$ cat src/design/sssat_pkg.sv
// ----------------------------------------------------------------------------
// sssat_pkg
// Shared constants, types and the sine table of the slew saturator.
// ----------------------------------------------------------------------------
package sssat_pkg;

	localparam int MAX_STAGES  = 128;
	localparam int SAMPLE_BITS = 24;
	localparam int STAGE_W     = $clog2(MAX_STAGES);
	localparam int NST_W       = $clog2(MAX_STAGES + 1);
	localparam int ADDR_W      = STAGE_W + 1;
	localparam int RAM_DEPTH   = 2 ** ADDR_W;
	localparam int STORE_W     = 32;
	localparam int DIFF_W      = STORE_W + 1;
	localparam int SUM_W       = STORE_W + 2;
	localparam int X0_SHIFT    = 29 - SAMPLE_BITS;
	localparam int OUT_SHIFT   = 45 - SAMPLE_BITS;
	localparam int MUL_W       = 34;
	localparam int PROD_W      = 2 * MUL_W;
	localparam int ACC_W       = 52;
	localparam int FRAC_W      = 22;
	localparam int ROM_STEPS   = 256;
	localparam int ROM_IDX_W   = $clog2(ROM_STEPS + 1);
	localparam int ROM_W       = 32;

	localparam logic [63:0]             HALF_PI_Q30 = 64'd1686629713;
	localparam logic signed [MUL_W-1:0] PHASE_K     = 34'sd2734261102;

	typedef logic [ROM_STEPS:0][ROM_W-1:0] rom_t;

	// sin(k*pi/512) in Q1.30 from a truncated Taylor series, built at elaboration.
	function automatic rom_t build_sin_rom();
		rom_t                r;
		logic [63:0]         x;
		logic [63:0]         t;
		logic signed [63:0]  acc;
		for (int k = 0; k <= ROM_STEPS; k++) begin
			x   = (64'(k) * HALF_PI_Q30 + 64'(ROM_STEPS / 2)) / 64'(ROM_STEPS);
			t   = x;
			acc = $signed(x);
			for (int n = 1; n <= 8; n++) begin
				t = (((t * x) >> 30) * x) >> 30;
				t = t / 64'((2 * n) * (2 * n + 1));
				if (n % 2 == 1) begin
					acc = acc - $signed(t);
				end else begin
					acc = acc + $signed(t);
				end
			end
			r[k] = acc[ROM_W-1:0];
		end
		return r;
	endfunction

	localparam rom_t SIN_ROM = build_sin_rom();

	typedef enum logic [1:0] {
		CFG_SOURCE_GAIN = 2'd0,
		CFG_STAGE_COUNT = 2'd1,
		CFG_WET_GAIN    = 2'd2,
		CFG_DRY_GAIN    = 2'd3
	} cfg_reg_e_t;

	typedef enum logic [3:0] {
		ST_IDLE,
		ST_START,
		ST_DIFF,
		ST_PHASE,
		ST_TABLE,
		ST_INTERP,
		ST_SUM,
		ST_GAIN,
		ST_WRITE,
		ST_MIXW,
		ST_MIXD,
		ST_OUT
	} state_t;

	typedef enum logic [2:0] {
		MUL_PHASE,
		MUL_INTERP,
		MUL_GAIN,
		MUL_WET,
		MUL_DRY
	} mul_sel_t;

	typedef struct packed {
		state_t              state;
		logic                ch;
		logic [STAGE_W-1:0]  stage;
		logic                in_ready;
		logic                ram_re;
		logic [ADDR_W-1:0]   ram_raddr;
		logic                ram_we;
		logic                mul_en;
		mul_sel_t            mul_sel;
	} ctrl_t;

endpackage

$ cat src/design/sssat_mul.sv
// ----------------------------------------------------------------------------
// sssat_mul
// The shared signed multiplier with a registered product.
// ----------------------------------------------------------------------------
module sssat_mul import sssat_pkg::*; (
	input  logic                     clk,
	input  logic                     en,
	input  logic signed [MUL_W-1:0]  op_a,
	input  logic signed [MUL_W-1:0]  op_b,
	output logic signed [PROD_W-1:0] prod
);

	logic signed [PROD_W-1:0] prod_q;

	always_ff @(posedge clk) begin
		if (en) begin
			prod_q <= op_a * op_b;
		end
	end

	assign prod = prod_q;

endmodule

$ cat config.mk
export PLATFORM = sky130hd
export DESIGN_NAME = sssat_mul
export DESIGN_NICKNAME = d
export VERILOG_FILES = /design/src/design/sssat_pkg.sv /design/src/design/sssat_mul.sv
export SDC_FILE = /design/constraint.sdc
export NUM_CORES = 2
export LEC_CHECK = 0
export BUFFER_PORTS_ARGS = -buffer_cell sky130_fd_sc_hd__buf_4
export CAP_MARGIN = 15
export CORE_ASPECT_RATIO = 0.8
export CORE_MARGIN = 2
export CORE_UTILIZATION = 34
export DETAILED_ROUTE_END_ITERATION = 8
export GPL_TIMING_DRIVEN = 0
export PLACE_DENSITY_LB_ADDON = 0.3
export REMOVE_ABC_BUFFERS = 1
export SYNTH_ARGS = -nofsm -noshare
export SYNTH_HDL_FRONTEND = slang
export SYNTH_SLANG_ARGS = --single-unit
$ cat constraint.sdc
create_clock -name clk -period 8.1 [get_ports clk]
set_input_delay 0.81 -clock clk [delete_from_list [all_inputs] [get_ports clk]]
set_output_delay 0.81 -clock clk [all_outputs]
set_load 0.05 [all_outputs]
==> results.cfg <==
[final_layout]
nNetsFinal = 6067
drive_above_1_share_pct = 8.60
final_cells = 6225
largest_reg_flops = 68
final.fill_count = 12658
areaGrowthSynthToFinish_pct = 11.9

[worst_setup_path]
required_ps = 8230
start_kind = input pin
crit_fanout = 17
criticalPathCategory = input pin to register
slowest_stage = fa_2
worst_path_most_repeated_cell = fa_1
critPathArrivalTime_ps = 8120
end_kind = register
cp_num_buf_inv = 7
crit_family = adder cells
critical_path.max_stage_delay_ps = 640

[min_path]
hold_path_class = input pin to register
holdPathEnd = prod[0]
hp-start = op_b[0]
hold_depth = 2

[synth]
netlist_top_cells_area = fa_1, inv_1, and2_1
synth_ff_type = edfxtp_1
synth_top_area_share_pct = 56.8
synth.most_common_cell = fa_1
synthTopCellsByCount = fa_1, inv_1, and2_1, nand2_1, clkbuf_1
async_flop_share_pct = 0
syn_inst = 4554
syn-cell-area_mm2 = 0.0437
synth-edff-count = 68
synth_warnings = 0
syn_area_per_cell_um2 = 9.60
yosysSeqAreaShare_pct = 4.67
synth-seq-cells = 68
yosysUniqueCellTypes = 69
synth_top_area_cell = fa_1

[timing]
rsz0062_at_grt = yes
worst_pin_slew_ps = 1090
slew_viol_final = 0
fmax_mhz = 125
finalHoldViolations = 0
finalCritPeriodShare_pct = 98.6
finalSetupViolCount = 0
slew_headroom_pct = 27.6
period_minus_slack_ps = 7990

[clock_tree]
cts_sinks = 68
h-tree-depth = 3
cts_hold_buf = 0
clock-root-buffer = clkbuf_16
cts_buffers = 9
cts_max_path_buffers = 2
cts_tree = built
path_clk_slew_ps = 70

[global_routing]
antenna_found_initial = 13
grt_busiest_layer = met2
grt_pass1_wl_um = 208000
grt_pass1_vias = 32938
grt_use_met2_pct = 32.6
grt_util_met3_pct = 4.22
track_usage_pct = 21.2
grt_max_degree = 69
use_met1_pct = 30.8
grt-ovfl-total = 0

[placed_design]
placement.io_buffers = 137
dp.cells = 6133
gp_congestion = 0.840
dp_hpwl_um = 92400

[floorplan]
dieArea_mm2 = 0.131
core_area_mm2 = 0.127
die_x_um = 405
rows = 117
die_h_um = 325
initial_core_util_pct = 34.3
ios = 138

[detailed_routing]
ant_nets = 0
vias = 30322
drt_first_iter_violations = 2367
drcViolationCount = 0
wl_um = 135000
first_pass_iters = 8
viasPerCell = 4.87
drt-wirelength-per-cell_um = 21.6

[flow_run]
cap_viol_max_count = 0

[status]
status = finished, final reports clean
-- cell usage in the layout (no fill, tap or decap), types with 23 or more instances in the layout --
master,synthesis,routed
fa_2,0,26
ha_1,204,178
and2_1,621,592
buf_4,4,128
a21o_1,37,37
inv_1,1231,1217
and2_4,0,28
a21oi_1,61,54
nand2_1,542,540
o21ai_0,31,23
buf_16,0,30
fa_1,1241,1215
xnor2_1,56,54
xor2_1,23,23
edfxtp_1,68,68
nor2_1,54,53
-- layout make-up --
class,count,area (µm²),area share [%]
Clock buffer,9,225,0.461
Sequential cell,68,2040,4.18
Tap cell,1666,2080,4.26
Timing Repair Buffer,215,3050,6.24
Clock inverter,7,98.8,0.202
Multi-Input combinational cell,3026,36800,75.2
Inverter,1232,4630,9.46
Antenna cell,2,5.00,0.0102
-- cell families after synthesis --
family	after synthesis	synth area share, %
buf+inv	1460	12.6
fa+ha+maj	1445	62.7
simple gates	1296	15.1
compound gates	206	3.29
xor+xnor	79	1.58
flops	68	4.67
-- what timing repair did --
item                       CTS  global route
gates resized for setup    230           104
gates cloned                19             3
setup endpoints to repair   24            21
setup buffers               31            21
pin swaps                   63            57
-- stage by stage --
stage          worst slack, ps  TNS, ps  utilization (%)  hold slack [ps]  cell area [µm²]
6_report                   114        0             38.4             1050            48900
5_1_grt                   -146     -371             38.4             1060            48900
4_1_cts                   2.43        0             37.9             1030            48300
3_5_place_dp             -1510   -24110             36.1             1300            46000
3_3_place_gp             -1480   -29250             36.1             1300            45900
2_1_floorplan              189        0                -              922            42800
-- metal layers --
layer / vias up / routed length, µm
met5: - / 0
met4: 0 / 3540
met3: 145 / 13000
met2: 1226 / 60200
met1: 16086 / 57900
li1: 12865 / -
-- worst max path at each step --
| stage | from | end | slack, ps | depth (start not counted) |
|---|---|---|---|---|
| 2_1_floorplan | op_a[33] | prod[66] | 190 | 22 |
| 6_report | op_a[19] | prod[64] | 110 | 27 |
| 3_3_place_gp | op_b[33] | prod[61] | -1480 | 24 |
| 3_5_place_dp | op_a[33] | prod[62] | -1510 | 21 |
| 4_1_cts | op_b[10] | prod[64] | 2 | 26 |
| 5_1_grt | op_b[3] | prod[64] | -150 | 27 |
Power is left out: the tool's default activity adds up to more than one toggle a clock period on the data nets, which glitch-free logic cannot reach.
