===== src/design/sssat_pkg.sv =====
// ----------------------------------------------------------------------------
// sssat_pkg
// Shared constants, types and the sine table of the slew saturator.
// ----------------------------------------------------------------------------
package sssat_pkg;

	localparam int MAX_STAGES  = 128;
	localparam int SAMPLE_BITS = 24;
	localparam int STAGE_W     = $clog2(MAX_STAGES);
	localparam int NST_W       = $clog2(MAX_STAGES + 1);
	localparam int ADDR_W      = STAGE_W + 1;
	localparam int RAM_DEPTH   = 2 ** ADDR_W;
	localparam int STORE_W     = 32;
	localparam int DIFF_W      = STORE_W + 1;
	localparam int SUM_W       = STORE_W + 2;
	localparam int X0_SHIFT    = 29 - SAMPLE_BITS;
	localparam int OUT_SHIFT   = 45 - SAMPLE_BITS;
	localparam int MUL_W       = 34;
	localparam int PROD_W      = 2 * MUL_W;
	localparam int ACC_W       = 52;
	localparam int FRAC_W      = 22;
	localparam int ROM_STEPS   = 256;
	localparam int ROM_IDX_W   = $clog2(ROM_STEPS + 1);
	localparam int ROM_W       = 32;

	localparam logic [63:0]             HALF_PI_Q30 = 64'd1686629713;
	localparam logic signed [MUL_W-1:0] PHASE_K     = 34'sd2734261102;

	typedef logic [ROM_STEPS:0][ROM_W-1:0] rom_t;

	// sin(k*pi/512) in Q1.30 from a truncated Taylor series, built at elaboration.
	function automatic rom_t build_sin_rom();
		rom_t                r;
		logic [63:0]         x;
		logic [63:0]         t;
		logic signed [63:0]  acc;
		for (int k = 0; k <= ROM_STEPS; k++) begin
			x   = (64'(k) * HALF_PI_Q30 + 64'(ROM_STEPS / 2)) / 64'(ROM_STEPS);
			t   = x;
			acc = $signed(x);
			for (int n = 1; n <= 8; n++) begin
				t = (((t * x) >> 30) * x) >> 30;
				t = t / 64'((2 * n) * (2 * n + 1));
				if (n % 2 == 1) begin
					acc = acc - $signed(t);
				end else begin
					acc = acc + $signed(t);
				end
			end
			r[k] = acc[ROM_W-1:0];
		end
		return r;
	endfunction

	localparam rom_t SIN_ROM = build_sin_rom();

	typedef enum logic [1:0] {
		CFG_SOURCE_GAIN = 2'd0,
		CFG_STAGE_COUNT = 2'd1,
		CFG_WET_GAIN    = 2'd2,
		CFG_DRY_GAIN    = 2'd3
	} cfg_reg_e_t;

	typedef enum logic [3:0] {
		ST_IDLE,
		ST_START,
		ST_DIFF,
		ST_PHASE,
		ST_TABLE,
		ST_INTERP,
		ST_SUM,
		ST_GAIN,
		ST_WRITE,
		ST_MIXW,
		ST_MIXD,
		ST_OUT
	} state_t;

	typedef enum logic [2:0] {
		MUL_PHASE,
		MUL_INTERP,
		MUL_GAIN,
		MUL_WET,
		MUL_DRY
	} mul_sel_t;

	typedef struct packed {
		state_t              state;
		logic                ch;
		logic [STAGE_W-1:0]  stage;
		logic                in_ready;
		logic                ram_re;
		logic [ADDR_W-1:0]   ram_raddr;
		logic                ram_we;
		logic                mul_en;
		mul_sel_t            mul_sel;
	} ctrl_t;

endpackage


===== src/design/sssat_seq.sv =====
// ----------------------------------------------------------------------------
// sssat_seq
// Sequencer: walks both channels through the active stages and the mix.
// ----------------------------------------------------------------------------
module sssat_seq import sssat_pkg::*; (
	input  logic             clk,
	input  logic             arst_n,
	input  logic             in_valid,
	input  logic             out_free,
	input  logic [NST_W-1:0] nstages,
	output ctrl_t            ctrl
);

	state_t             state_q;
	state_t             state_d;
	logic               ch_q;
	logic [STAGE_W-1:0] stage_q;
	logic               last_stage;

	assign last_stage = (stage_q == STAGE_W'(nstages - NST_W'(1)));

	always_ff @(posedge clk or negedge arst_n) begin
		if (!arst_n) begin
			state_q <= ST_IDLE;
			ch_q    <= 1'b0;
			stage_q <= '0;
		end else begin
			state_q <= state_d;
			if (state_q == ST_IDLE) begin
				ch_q <= 1'b0;
			end else if (state_q == ST_OUT && !ch_q) begin
				ch_q <= 1'b1;
			end
			if (state_q == ST_START) begin
				stage_q <= '0;
			end else if (state_q == ST_WRITE && !last_stage) begin
				stage_q <= stage_q + STAGE_W'(1);
			end
		end
	end

	always_comb begin
		state_d = state_q;
		unique case (state_q)
			ST_IDLE:   if (in_valid) state_d = ST_START;
			ST_START:  state_d = ST_DIFF;
			ST_DIFF:   state_d = ST_PHASE;
			ST_PHASE:  state_d = ST_TABLE;
			ST_TABLE:  state_d = ST_INTERP;
			ST_INTERP: state_d = ST_SUM;
			ST_SUM:    state_d = ST_GAIN;
			ST_GAIN:   state_d = ST_WRITE;
			ST_WRITE:  state_d = last_stage ? ST_MIXW : ST_DIFF;
			ST_MIXW:   state_d = ST_MIXD;
			ST_MIXD:   state_d = ST_OUT;
			ST_OUT: begin
				if (!ch_q) begin
					state_d = ST_START;
				end else if (out_free) begin
					state_d = ST_IDLE;
				end
			end
			default:   state_d = ST_IDLE;
		endcase
	end

	always_comb begin
		ctrl           = '0;
		ctrl.state     = state_q;
		ctrl.ch        = ch_q;
		ctrl.stage     = stage_q;
		ctrl.ram_raddr = {ch_q, stage_q};
		ctrl.mul_sel   = MUL_PHASE;
		unique case (state_q)
			ST_IDLE:  ctrl.in_ready = 1'b1;
			ST_START: begin
				ctrl.ram_re    = 1'b1;
				ctrl.ram_raddr = {ch_q, STAGE_W'(0)};
			end
			ST_PHASE: begin
				ctrl.mul_en  = 1'b1;
				ctrl.mul_sel = MUL_PHASE;
			end
			ST_INTERP: begin
				ctrl.mul_en  = 1'b1;
				ctrl.mul_sel = MUL_INTERP;
			end
			ST_GAIN: begin
				ctrl.mul_en  = 1'b1;
				ctrl.mul_sel = MUL_GAIN;
			end
			ST_WRITE: begin
				// The next stage's store is fetched while this one is written back.
				ctrl.ram_we    = 1'b1;
				ctrl.ram_re    = !last_stage;
				ctrl.ram_raddr = {ch_q, stage_q + STAGE_W'(1)};
			end
			ST_MIXW: begin
				ctrl.mul_en  = 1'b1;
				ctrl.mul_sel = MUL_WET;
			end
			ST_MIXD: begin
				ctrl.mul_en  = 1'b1;
				ctrl.mul_sel = MUL_DRY;
			end
			ST_DIFF, ST_TABLE, ST_SUM, ST_OUT: begin
			end
			default: begin
			end
		endcase
	end

endmodule


===== config.mk =====
export PLATFORM = sky130hd
export DESIGN_NAME = sssat_seq
export DESIGN_NICKNAME = d
export VERILOG_FILES = /design/src/design/sssat_pkg.sv /design/src/design/sssat_seq.sv
export SDC_FILE = /design/constraint.sdc
export NUM_CORES = 1
export LEC_CHECK = 0
export ABC_AREA = 1
export BUFFER_PORTS_ARGS = -buffer_cell sky130_fd_sc_hd__buf_2
export CAP_MARGIN = 20
export CORE_AREA = 2 2 49 51
export CTS_CLUSTER_DIAMETER = 120
export DETAILED_ROUTE_END_ITERATION = 6
export DIE_AREA = 0 0 51 53
export GPL_TIMING_DRIVEN = 1
export PLACE_DENSITY = 0.77
export SLEW_MARGIN = 20
export SYNTH_ARGS = -nofsm -noshare
export SYNTH_HDL_FRONTEND = slang
export SYNTH_SLANG_ARGS = --single-unit

===== constraint.sdc =====
create_clock -name clk -period 2.85 [get_ports clk]
set_clock_uncertainty 0.2 [all_clocks]
set_input_delay 0.57 -clock clk [delete_from_list [all_inputs] [get_ports clk]]
set_output_delay 0.57 -clock clk [all_outputs]
set_load 0.01 [all_outputs]

==> flow_metrics.tcl, run 1 <==
set metrics [dict create \
    rsz0062_at_grt "no" \
    syn_avg_cell_area_sq_um 6.102 \
    htreeDepth 1 \
    synth_async_sr_flop_share_pct 100.0 \
    die_h_microns 53 \
    yosys_warnings 0 \
    rr_worst_depth 11 \
    die_x_microns 51 \
    row_count 17 \
    crit_buf_inv 4 \
    grt_max_degree 13 \
    hold_path.class "flop to flop" \
    area_growth_pct 21.88 \
    worst_pin_slew_ns 0.3695 \
    leakage_nw 0.8171 \
    crit_family "simple AND/OR/NAND/NOR gates" \
    grt_pass1_wl_microns 4381 \
    synth.distinct_cells 18 \
    initial_core_util_pct 50.84 \
    worstPathRequired_ns 2.08 \
    clk_path_buf_depth 2 \
    coreArea_sq_um 2148 \
    dp_hpwl_microns 2202 \
    cts-buffers-inserted 3 \
    cts_tree "yes" \
    finalHoldViolations 0 \
    setup_tns_ns 0 \
    drc 0 \
    power.total_w 0.0007762 \
    drive_gt1_share_pct 23.85 \
    internal-power_w 0.0004231 \
    ir_drop_uv 486.2 \
    synth_edf_count 0 \
    finalHoldWorstSlack_ns 0.3868 \
    pwr-share-clk_pct 17.4 \
    antenna_found_initial 0 \
    critPathMaxFanout 8 \
    report.final.slew_viol_count 0 \
    cts_root_buf "clkbuf_4" \
    nNetsFinal 233 \
    ff_latch_area_sq_um 300.3 \
    multiInputGateArea_sq_um 644.4 \
    dieArea_sq_um 2703 \
    yosys_most_used_dff "dfrtp_1" \
    clk_pin_slew_ns 0.08 \
    synth.yosys.seq_area_share_pct 27.49 \
    fin_area_sq_um 1331 \
    pwr-share-seq_pct 32.4 \
    dr.pass1.iters 4 \
    grt.overflow.total 0 \
    swShare_pct 45.49 \
    antenna_cells 0 \
    syn_area_sq_um 1092 \
    post_cts_buffers 0 \
    placed_area_sq_um 1282 \
    worst_path_most_repeated_cell "nand2_1" \
    io_buffers 37 \
    syn_inst 179 \
    yosys_register_bits 12 \
    crit_path_end_kind "output port" \
    whs_path_depth 2 \
    r2r_end "stage_q[6]" \
    r2r_slack_ns 1.06 \
    finalWirelength_microns 2695 \
    slowest_delay_ns 0.32 \
    worst_path_max_delay_cell "ha_2" \
    r2r_start "stage_q[0]" \
    cts.sinks 12 \
    grt_pass1_vias 1081 \
    via_per_inst 5.134 \
    clk_latency_ns 0.27 \
    cap_violations 0 \
    track_usage_pct 21.37 \
    gp_congestion 0.8225 \
    route.detailed.wl_per_inst_microns 10.96 \
    fmax_mhz 373.7 \
    status "complete, no violations" \
    crit_chain "buf_2 > inv_2 > ha_2 > inv_1 > nand2_1 > nand2_1 > nor2_2 > nand3_1 > nor2_2 > nand2_4 > nand2_4 > nand2_1 > buf_2" \
    worstHoldStart "stage_q[4]" \
    powerDensity_nw_per_um2 583.1 \
    slew_headroom_pct 75.30 \
    pwr-share-comb_pct 50.2 \
    num_io_pins 39 \
    hold_path_end "stage_q[4]" \
    fin_util_pct 61.97 \
    arrival_ns 1.91 \
    via_count 1263 \
    first_iter_violations 24 \
    start_kind "primary input" \
    switchingPower_w 0.0003531 \
    worst-setup-path-type "primary input to output port" \
    fin_crit_sh_pct 93.88 \
    synth_nets 193 \
    setup_viol 0 \
    fin_crit_ns 2.676 \
    final_antenna_net_count 0 \
    nFillCells 219 \
]
-- worst register-to-register path, delay by kind of cell, from the launching register on --
| kind | cells | cell delay, ns |
|---|---|---|
| AND/OR/NAND/NOR | 9 | 0.80 |
| flip-flops | 1 | 0.45 |
| buffers and inverters | 2 | 0.27 |
-- logic make-up (layout without fill, tap and decap cells) --
family	Yosys count	in the layout	share of synthesized area (%)
AOI/OAI and AO/OA	14	14	7.216
xor gates and xnor gates	5	5	4.010
adders and majority gates	2	2	2.291
DFF	12	12	27.49
and+or+nand+nor	113	113	45.25
buffers and inverters	33	72	13.74
-- worst max path at each step --
stage,start,to,slack [ns],cells after the start
floorplan,nstages[0],ctrl[13],0.44,11
global placement,nstages[0],ctrl[13],0.13,13
detailed placement,nstages[0],ctrl[13],0.12,13
CTS,nstages[0],ctrl[13],0.11,13
global route,nstages[0],ctrl[13],0.05,13
finish,nstages[0],ctrl[13],0.17,13
-- synth_stat cells (2+ instances only) --
cell	count	area share [%]
buf_4	2	1.4
nand2_1	55	19
nand4_1	6	3.4
inv_1	28	9.6
nor2_1	22	7.6
o21ai_0	11	5.0
nand3_1	24	11
ha_1	2	2.3
xnor2_1	2	1.6
o31ai_1	2	1.4
nor2_2	4	2.3
nand2_4	2	2.1
xor2_1	3	2.4
dfrtp_1	12	27
-- timing repair --
| action | CTS | global route |
|---|---|---|
| hold buffers | 1 | 0 |
| hold endpoints to repair | 12 | 0 |
| endpoints found under the setup margin | 0 | 1 |
| gates resized for setup | 0 | 2 |
-- per-stage QoR --
stage               setup slack, ns  std cells
finish                       0.1744        246
global route                0.05498        246
CTS                          0.1102        246
detailed placement           0.1168        241
global placement             0.1305        241
floorplan                    0.4379        179
-- flip-flops by register name (all words and copies together) (netlist names) --
signal and cells:
stage_q 7, state_q 4, ch_q 1
-- power by group through the flow --
stage          clock network, W  registers, W  logic [W]
2_1_floorplan                 0      0.000259   0.000259
3_3_place_gp                  0      0.000250   0.000380
3_5_place_dp                  0      0.000251   0.000390
4_1_cts                0.000139      0.000250   0.000391
5_1_grt                0.000146      0.000255   0.000445
6_report               0.000135      0.000251   0.000390
-- layer usage --
metal  track usage (%)  wire length (microns)
met5                 0                      0
met2             40.91                   1375
met4             5.405                     27
met3             3.955                    129
met1             24.16                   1162
-- layout by cell type, fill, tap and decap left out, types with 2 or more instances in the layout --
cell / n
nand2_4: 2
dfrtp_1: 12
nand3_1: 24
inv_1: 27
o21ai_0: 11
nor2_2: 4
xnor2_1: 2
nand4_1: 6
xor2_1: 3
buf_4: 2
clkbuf_4: 3
nand2_1: 55
nor2_1: 22
buf_2: 37
o31ai_1: 2
-- area by class of cell --
type	instances	share of cell area, %
multi-input cells	134	48.40
flip-flops and latches	12	22.56
repair buffers	40	15.79
inverters	28	7.895
clock buffers	4	2.726
well taps	28	2.632
No activity file was read; power rests on OpenSTA's default activity.
==> run 2: changes to the inputs <==
Settings changed: CELL_PAD_IN_SITES_DETAIL_PLACEMENT from default to 1, CELL_PAD_IN_SITES_GLOBAL_PLACEMENT from default to 2, CORE_AREA 2 2 49 51 to 2 2 68 70, DIE_AREA 0 0 51 53 to 0 0 70 72.
==> run 2 against run 1 <==
Sequential power barely moved. Cell count rose by 10%. Routed wire length rose by 19%. Flip-flop and latch count did not move. Worst setup slack improved by 0.062 ns. Critical path depth fell by 5. First-iteration DRC count fell by 8.3%. Worst hold slack got worse by 0.37 ns. Maximum frequency rose by 2.4%. Critical endpoint is now ctrl[11]. Largest power group unchanged.
==> flow_metrics.tcl, run 2 (synthesis gave the netlist of run 1 again) <==
set metrics [dict create \
    die_x_microns 70 \
    multiInputGateArea_sq_um 641.9 \
    cts_root_buf "clkbuf_8" \
    nNetsFinal 235 \
    grt_pass1_wl_microns 5630 \
    crit_cells 8 \
    hold_path.class "primary input to async pin" \
    initial_core_util_pct 25.62 \
    area_growth_pct 26.00 \
    fin_crit_sh_pct 91.70 \
    pwr-share-comb_pct 50.0 \
    grt_pass1_vias 1235 \
    finalWirelength_microns 3218 \
    antenna_found_initial 0 \
    place_ws_ns 0.2030 \
    fmax_mhz 382.6 \
    swShare_pct 44.87 \
    dieArea_sq_um 5040 \
    grt_max_degree 13 \
    coreArea_sq_um 4264 \
    start_kind "flop" \
    crit_buf_inv 1 \
    powerDensity_nw_per_um2 587.2 \
    status "complete, no violations" \
    slew_headroom_pct 75.07 \
    switchingPower_w 0.0003627 \
    pwr-share-seq_pct 31.4 \
    worst_path_most_repeated_cell "nor2_1" \
    final_antenna_net_count 0 \
    clk_pin_slew_ns 0.05 \
    drive_gt1_share_pct 23.74 \
    slowest_delay_ns 0.46 \
    route.detailed.wl_per_inst_microns 11.87 \
    nFillCells 581 \
    final_common_cell "nand2_1" \
    clk_latency_ns 0.23 \
    cts_resized 0 \
    fin_crit_ns 2.613 \
    worstPathRequired_ns 2.08 \
    critPathMaxFanout 6 \
    clk_path_buf_depth 2 \
    worst-setup-path-type "flop to output port" \
    mostFrequentLayoutCells "nand2_1, buf_2, inv_1, nand3_1, nor2_1" \
    pwr-share-clk_pct 18.6 \
    cts_tree "yes" \
    reg_top3 "stage_q (7), state_q (4), ch_q (1)" \
    crit_start "stage_q[0]" \
    post_cts_buffers 0 \
    worst_pin_slew_ns 0.3735 \
    via_count 1231 \
    arrival_ns 1.84 \
    cts.sinks 12 \
    dp_hpwl_microns 2749 \
    finalHoldViolations 0 \
    holdBufCountCts 0 \
    via_per_inst 4.542 \
    cts-buffers-inserted 3 \
    grt.overflow.total 0 \
    postLayoutSetupSlackWorst_ns 0.2365 \
    report.final.slew_viol_count 0 \
    crit_path_end_kind "output port" \
    cap_violations 0 \
    rr_worst_depth 8 \
    r2r_start "state_q[0]" \
    setup_tns_ns 0 \
    die_h_microns 72 \
    antenna_cells 0 \
    num_io_pins 39 \
    track_usage_pct 13.52 \
    htreeDepth 1 \
    row_count 24 \
    ir_drop_uv 336.1 \
    leakage_nw 0.8295 \
    top_register "stage_q" \
    io_buffers 37 \
    first_iter_violations 22 \
    dr.pass1.iters 4 \
    crit_family "flip-flops" \
    crit_chain "ha_1 > nand3_1 > nor2_1 > nand2_1 > xor2_1 > nor2_1 > a31o_2 > buf_2" \
    rsz0062_at_grt "no" \
    gp_congestion 0.7223 \
    setup_viol 0 \
    ff_latch_area_sq_um 300.3 \
    internal-power_w 0.0004455 \
    worst_path_max_delay_cell "dfrtp_1" \
    largest_register_ffs 7 \
    drc 0 \
]
[run 2: worst register-to-register path, stage by stage (launching register included)]
cell and delay (ns):
dfrtp_1 0.43, nor2_1 0.11, inv_1 0.10, nor2_2 0.32
buf_4 0.24, nand2_4 0.05, buf_4 0.16, nand3_1 0.07
nand2_1 0.05
[run 2: worst paths after layout]
kind,end,slack (ns)
min in group clk,stage_q[4],0.40
worst max-delay path,ctrl[11],0.24
worst max register to register,stage_q[6],1.01
worst min-delay path,state_q[2],0.01
worst min register to register,stage_q[4],0.40
max in group asynchronous,state_q[3],2.21
[run 2: area by class of cell]
class | count | share of cell area (%)
Multi-Input combinational cell | 134 | 46.64
Clock buffer | 3 | 3.000
Sequential cell | 12 | 21.82
Inverter | 28 | 7.636
Tap cell | 52 | 4.727
Timing Repair Buffer | 42 | 16.18
[run 2: per-stage QoR]
stage	utilization (%)	cells	hold WS, ns	total power (W)	cell area (sq um)
final	32.28	271	0.01452	0.0008082	1376
after global routing	32.28	271	0.02834	0.0008956	1376
after CTS	32.28	271	0.02076	0.0008300	1376
after detailed placement	31.31	268	0.2736	0.0006738	1335
after global placement	31.31	268	0.2666	0.0006641	1335
after floorplan	-	179	0.07441	0.0005186	1092
[run 2: power groups by stage]
stage / clock [W] / sequential [W] / combinational, W
final: 0.000150 / 0.000253 / 0.000404
after detailed placement: 0 / 0.000259 / 0.000415
after global placement: 0 / 0.000255 / 0.000409
after CTS: 0.000157 / 0.000256 / 0.000417
after floorplan: 0 / 0.000259 / 0.000259
after global routing: 0.000166 / 0.000261 / 0.000468
[run 2: metal layers]
metal / GRT usage, % / share of wire, % / wire length, microns
met4: 2.564 / 0.31 / 10
met2: 24.34 / 49 / 1573
met1: 17.69 / 47 / 1519
met3: 1.528 / 3.6 / 115
met5: 0 / 0 / 0
==> run 3: changes to the inputs <==
Settings changed: CELL_PAD_IN_SITES_GLOBAL_PLACEMENT 2 to 1, CORE_AREA 2 2 68 70 to 8 8 65 67, CTS_CLUSTER_DIAMETER 120 to 150, DIE_AREA 0 0 70 72 to 0 0 73 75, PLACE_DENSITY 0.77 to 0.78.
==> run 3 against run 2 <==
Maximum frequency is 0.51% lower. Non-clock buffer count stayed put. Flip-flop and latch count is the same. Sequential share of layout area rose by 0.38 points. Critical endpoint unchanged. Global-route usage fell by 1.1 points. Die area increased by 8.6%. Count of clock-buffer cells in the layout is the same. Worst hold slack gained 0.39 ns. Register-to-register slack improved by 0.09 ns. Critical path type unchanged.
==> flow_metrics.tcl, run 3 (synthesis gave the netlist of run 1 again) <==
set metrics [dict create \
    row_count 21 \
    drive_gt1_share_pct 23.29 \
    drc 0 \
    status "complete, no violations" \
    die_h_microns 75 \
    top_register "stage_q" \
    worstHoldStart "stage_q[4]" \
    htreeDepth 1 \
    clk_latency_ns 0.27 \
    ir_drop_uv 404.1 \
    clk_pin_slew_ns 0.07 \
    setup_tns_ns 0 \
    grt_max_degree 13 \
    via_count 1251 \
    report.final.slew_viol_count 0 \
    dieArea_sq_um 5475 \
    switchingPower_w 0.0003652 \
    largest_register_ffs 7 \
    route.detailed.wl_per_inst_microns 12.57 \
    finalWirelength_microns 3330 \
    fin_crit_ns 2.627 \
    leakage_nw 0.8216 \
    power.total_w 0.0007602 \
    critPathMaxFanout 6 \
    final_antenna_net_count 0 \
    internal-power_w 0.0003950 \
    track_usage_pct 12.39 \
    pwr-share-comb_pct 53.5 \
    final_common_cell "nand2_1" \
    crit_path_end_kind "output port" \
    worst-setup-path-type "flop to output port" \
    fin_crit_sh_pct 92.17 \
    dr.pass1.iters 4 \
    antenna_found_initial 0 \
    mostFrequentLayoutCells "nand2_1, buf_2, inv_1, nand3_1, nor2_1" \
    grt.overflow.total 0 \
    arrival_ns 1.86 \
    clk_path_buf_depth 2 \
    swShare_pct 48.04 \
    grt_pass1_vias 1223 \
    cap_violations 0 \
    powerDensity_nw_per_um2 562.0 \
    crit_start "stage_q[0]" \
    r2r_start "stage_q[0]" \
    holdBufCountCts 1 \
    setup_viol 0 \
    coreArea_sq_um 3232 \
    via_per_inst 4.721 \
    io_buffers 37 \
    die_x_microns 73 \
    start_kind "flop" \
    cts-buffers-inserted 3 \
    reg_top3 "stage_q (7), state_q (4), ch_q (1)" \
    worst_pin_slew_ns 0.4261 \
    gp_congestion 0.8656 \
    num_io_pins 39 \
    cts.sinks 12 \
    pwr-share-clk_pct 13.4 \
    cts_root_buf "clkbuf_4" \
    rsz0062_at_grt "no" \
    nNetsFinal 235 \
    cts_tree "yes" \
    worstPathRequired_ns 2.08 \
    hold_path.class "flop to flop" \
    fmax_mhz 380.7 \
    dp_hpwl_microns 2824 \
    antenna_cells 0 \
    slew_headroom_pct 71.53 \
    fin_util_pct 41.85 \
    pwr-share-seq_pct 33.1 \
    initial_core_util_pct 33.80 \
    finalHoldViolations 0 \
    area_growth_pct 23.83 \
    grt_pass1_wl_microns 5499 \
    cts_resized 0 \
    first_iter_violations 33 \
    post_cts_buffers 0 \
]
[run 3: changes by cell type in the layout (fill, tap and decap cells not counted)]
cell / previous run / this run
clkbuf_8: 3 / 0
dlygate4sd3_1: 0 / 1
buf_4: 5 / 4
clkbuf_4: 0 / 3
[run 3: power groups by stage]
stage	combinational, W	sequential (W)	clock, W
after global routing	0.000461	0.000257	0.000114
after global placement	0.000400	0.000254	0
after floorplan	0.000259	0.000259	0
after CTS	0.000415	0.000251	0.000106
final	0.000407	0.000252	0.000102
after detailed placement	0.000413	0.000254	0
[run 3: metrics by stage]
step,hold WS (ns),area [sq um],worst slack [ns],instances
after floorplan,0.07441,1092,0.4379,179
after global placement,0.2691,1320,0.2116,261
after detailed placement,0.2700,1320,0.2064,261
after CTS,0.4010,1353,0.2045,265
after global routing,0.4241,1353,0.05392,265
final,0.3999,1353,0.2231,265
[run 3: final timing paths]
path                       slack (ns)         end  cells after the start
max in group asynchronous        1.72  stage_q[4]                      2
setup / recovery                 0.22    ctrl[11]                      8
hold reg to reg                  0.40  stage_q[4]                      2
hold / removal                   0.40  stage_q[4]                      2
min in group asynchronous        0.51  stage_q[0]                      2
setup reg to reg                 1.10  stage_q[5]                     11
[run 3: area by class of cell]
cell class	instances	area, sq um
Fill cell	479	1879
Multi-Input combinational cell	134	641.9
Sequential cell	12	300.3
Timing Repair Buffer	42	225.2
Inverter	28	105.1
Tap cell	46	57.56
Clock buffer	3	22.52
[run 3: critical path, stage by stage, from the launching register on]
cell and delay, ns:
dfrtp_1 0.44, ha_1 0.22, nand3_1 0.13, nor2_1 0.15
nand2_1 0.09, xor2_1 0.15, nor2_1 0.07, a31o_2 0.21
buf_2 0.13
[run 3: metal layers]
layer	global-route usage (%)	share of wire [%]	vias up
met3	2.929	4.2	6
li1	-	-	644
met1	15.16	47	576
met2	21.15	48	25
met5	0	0	-
met4	3.333	1.3	0
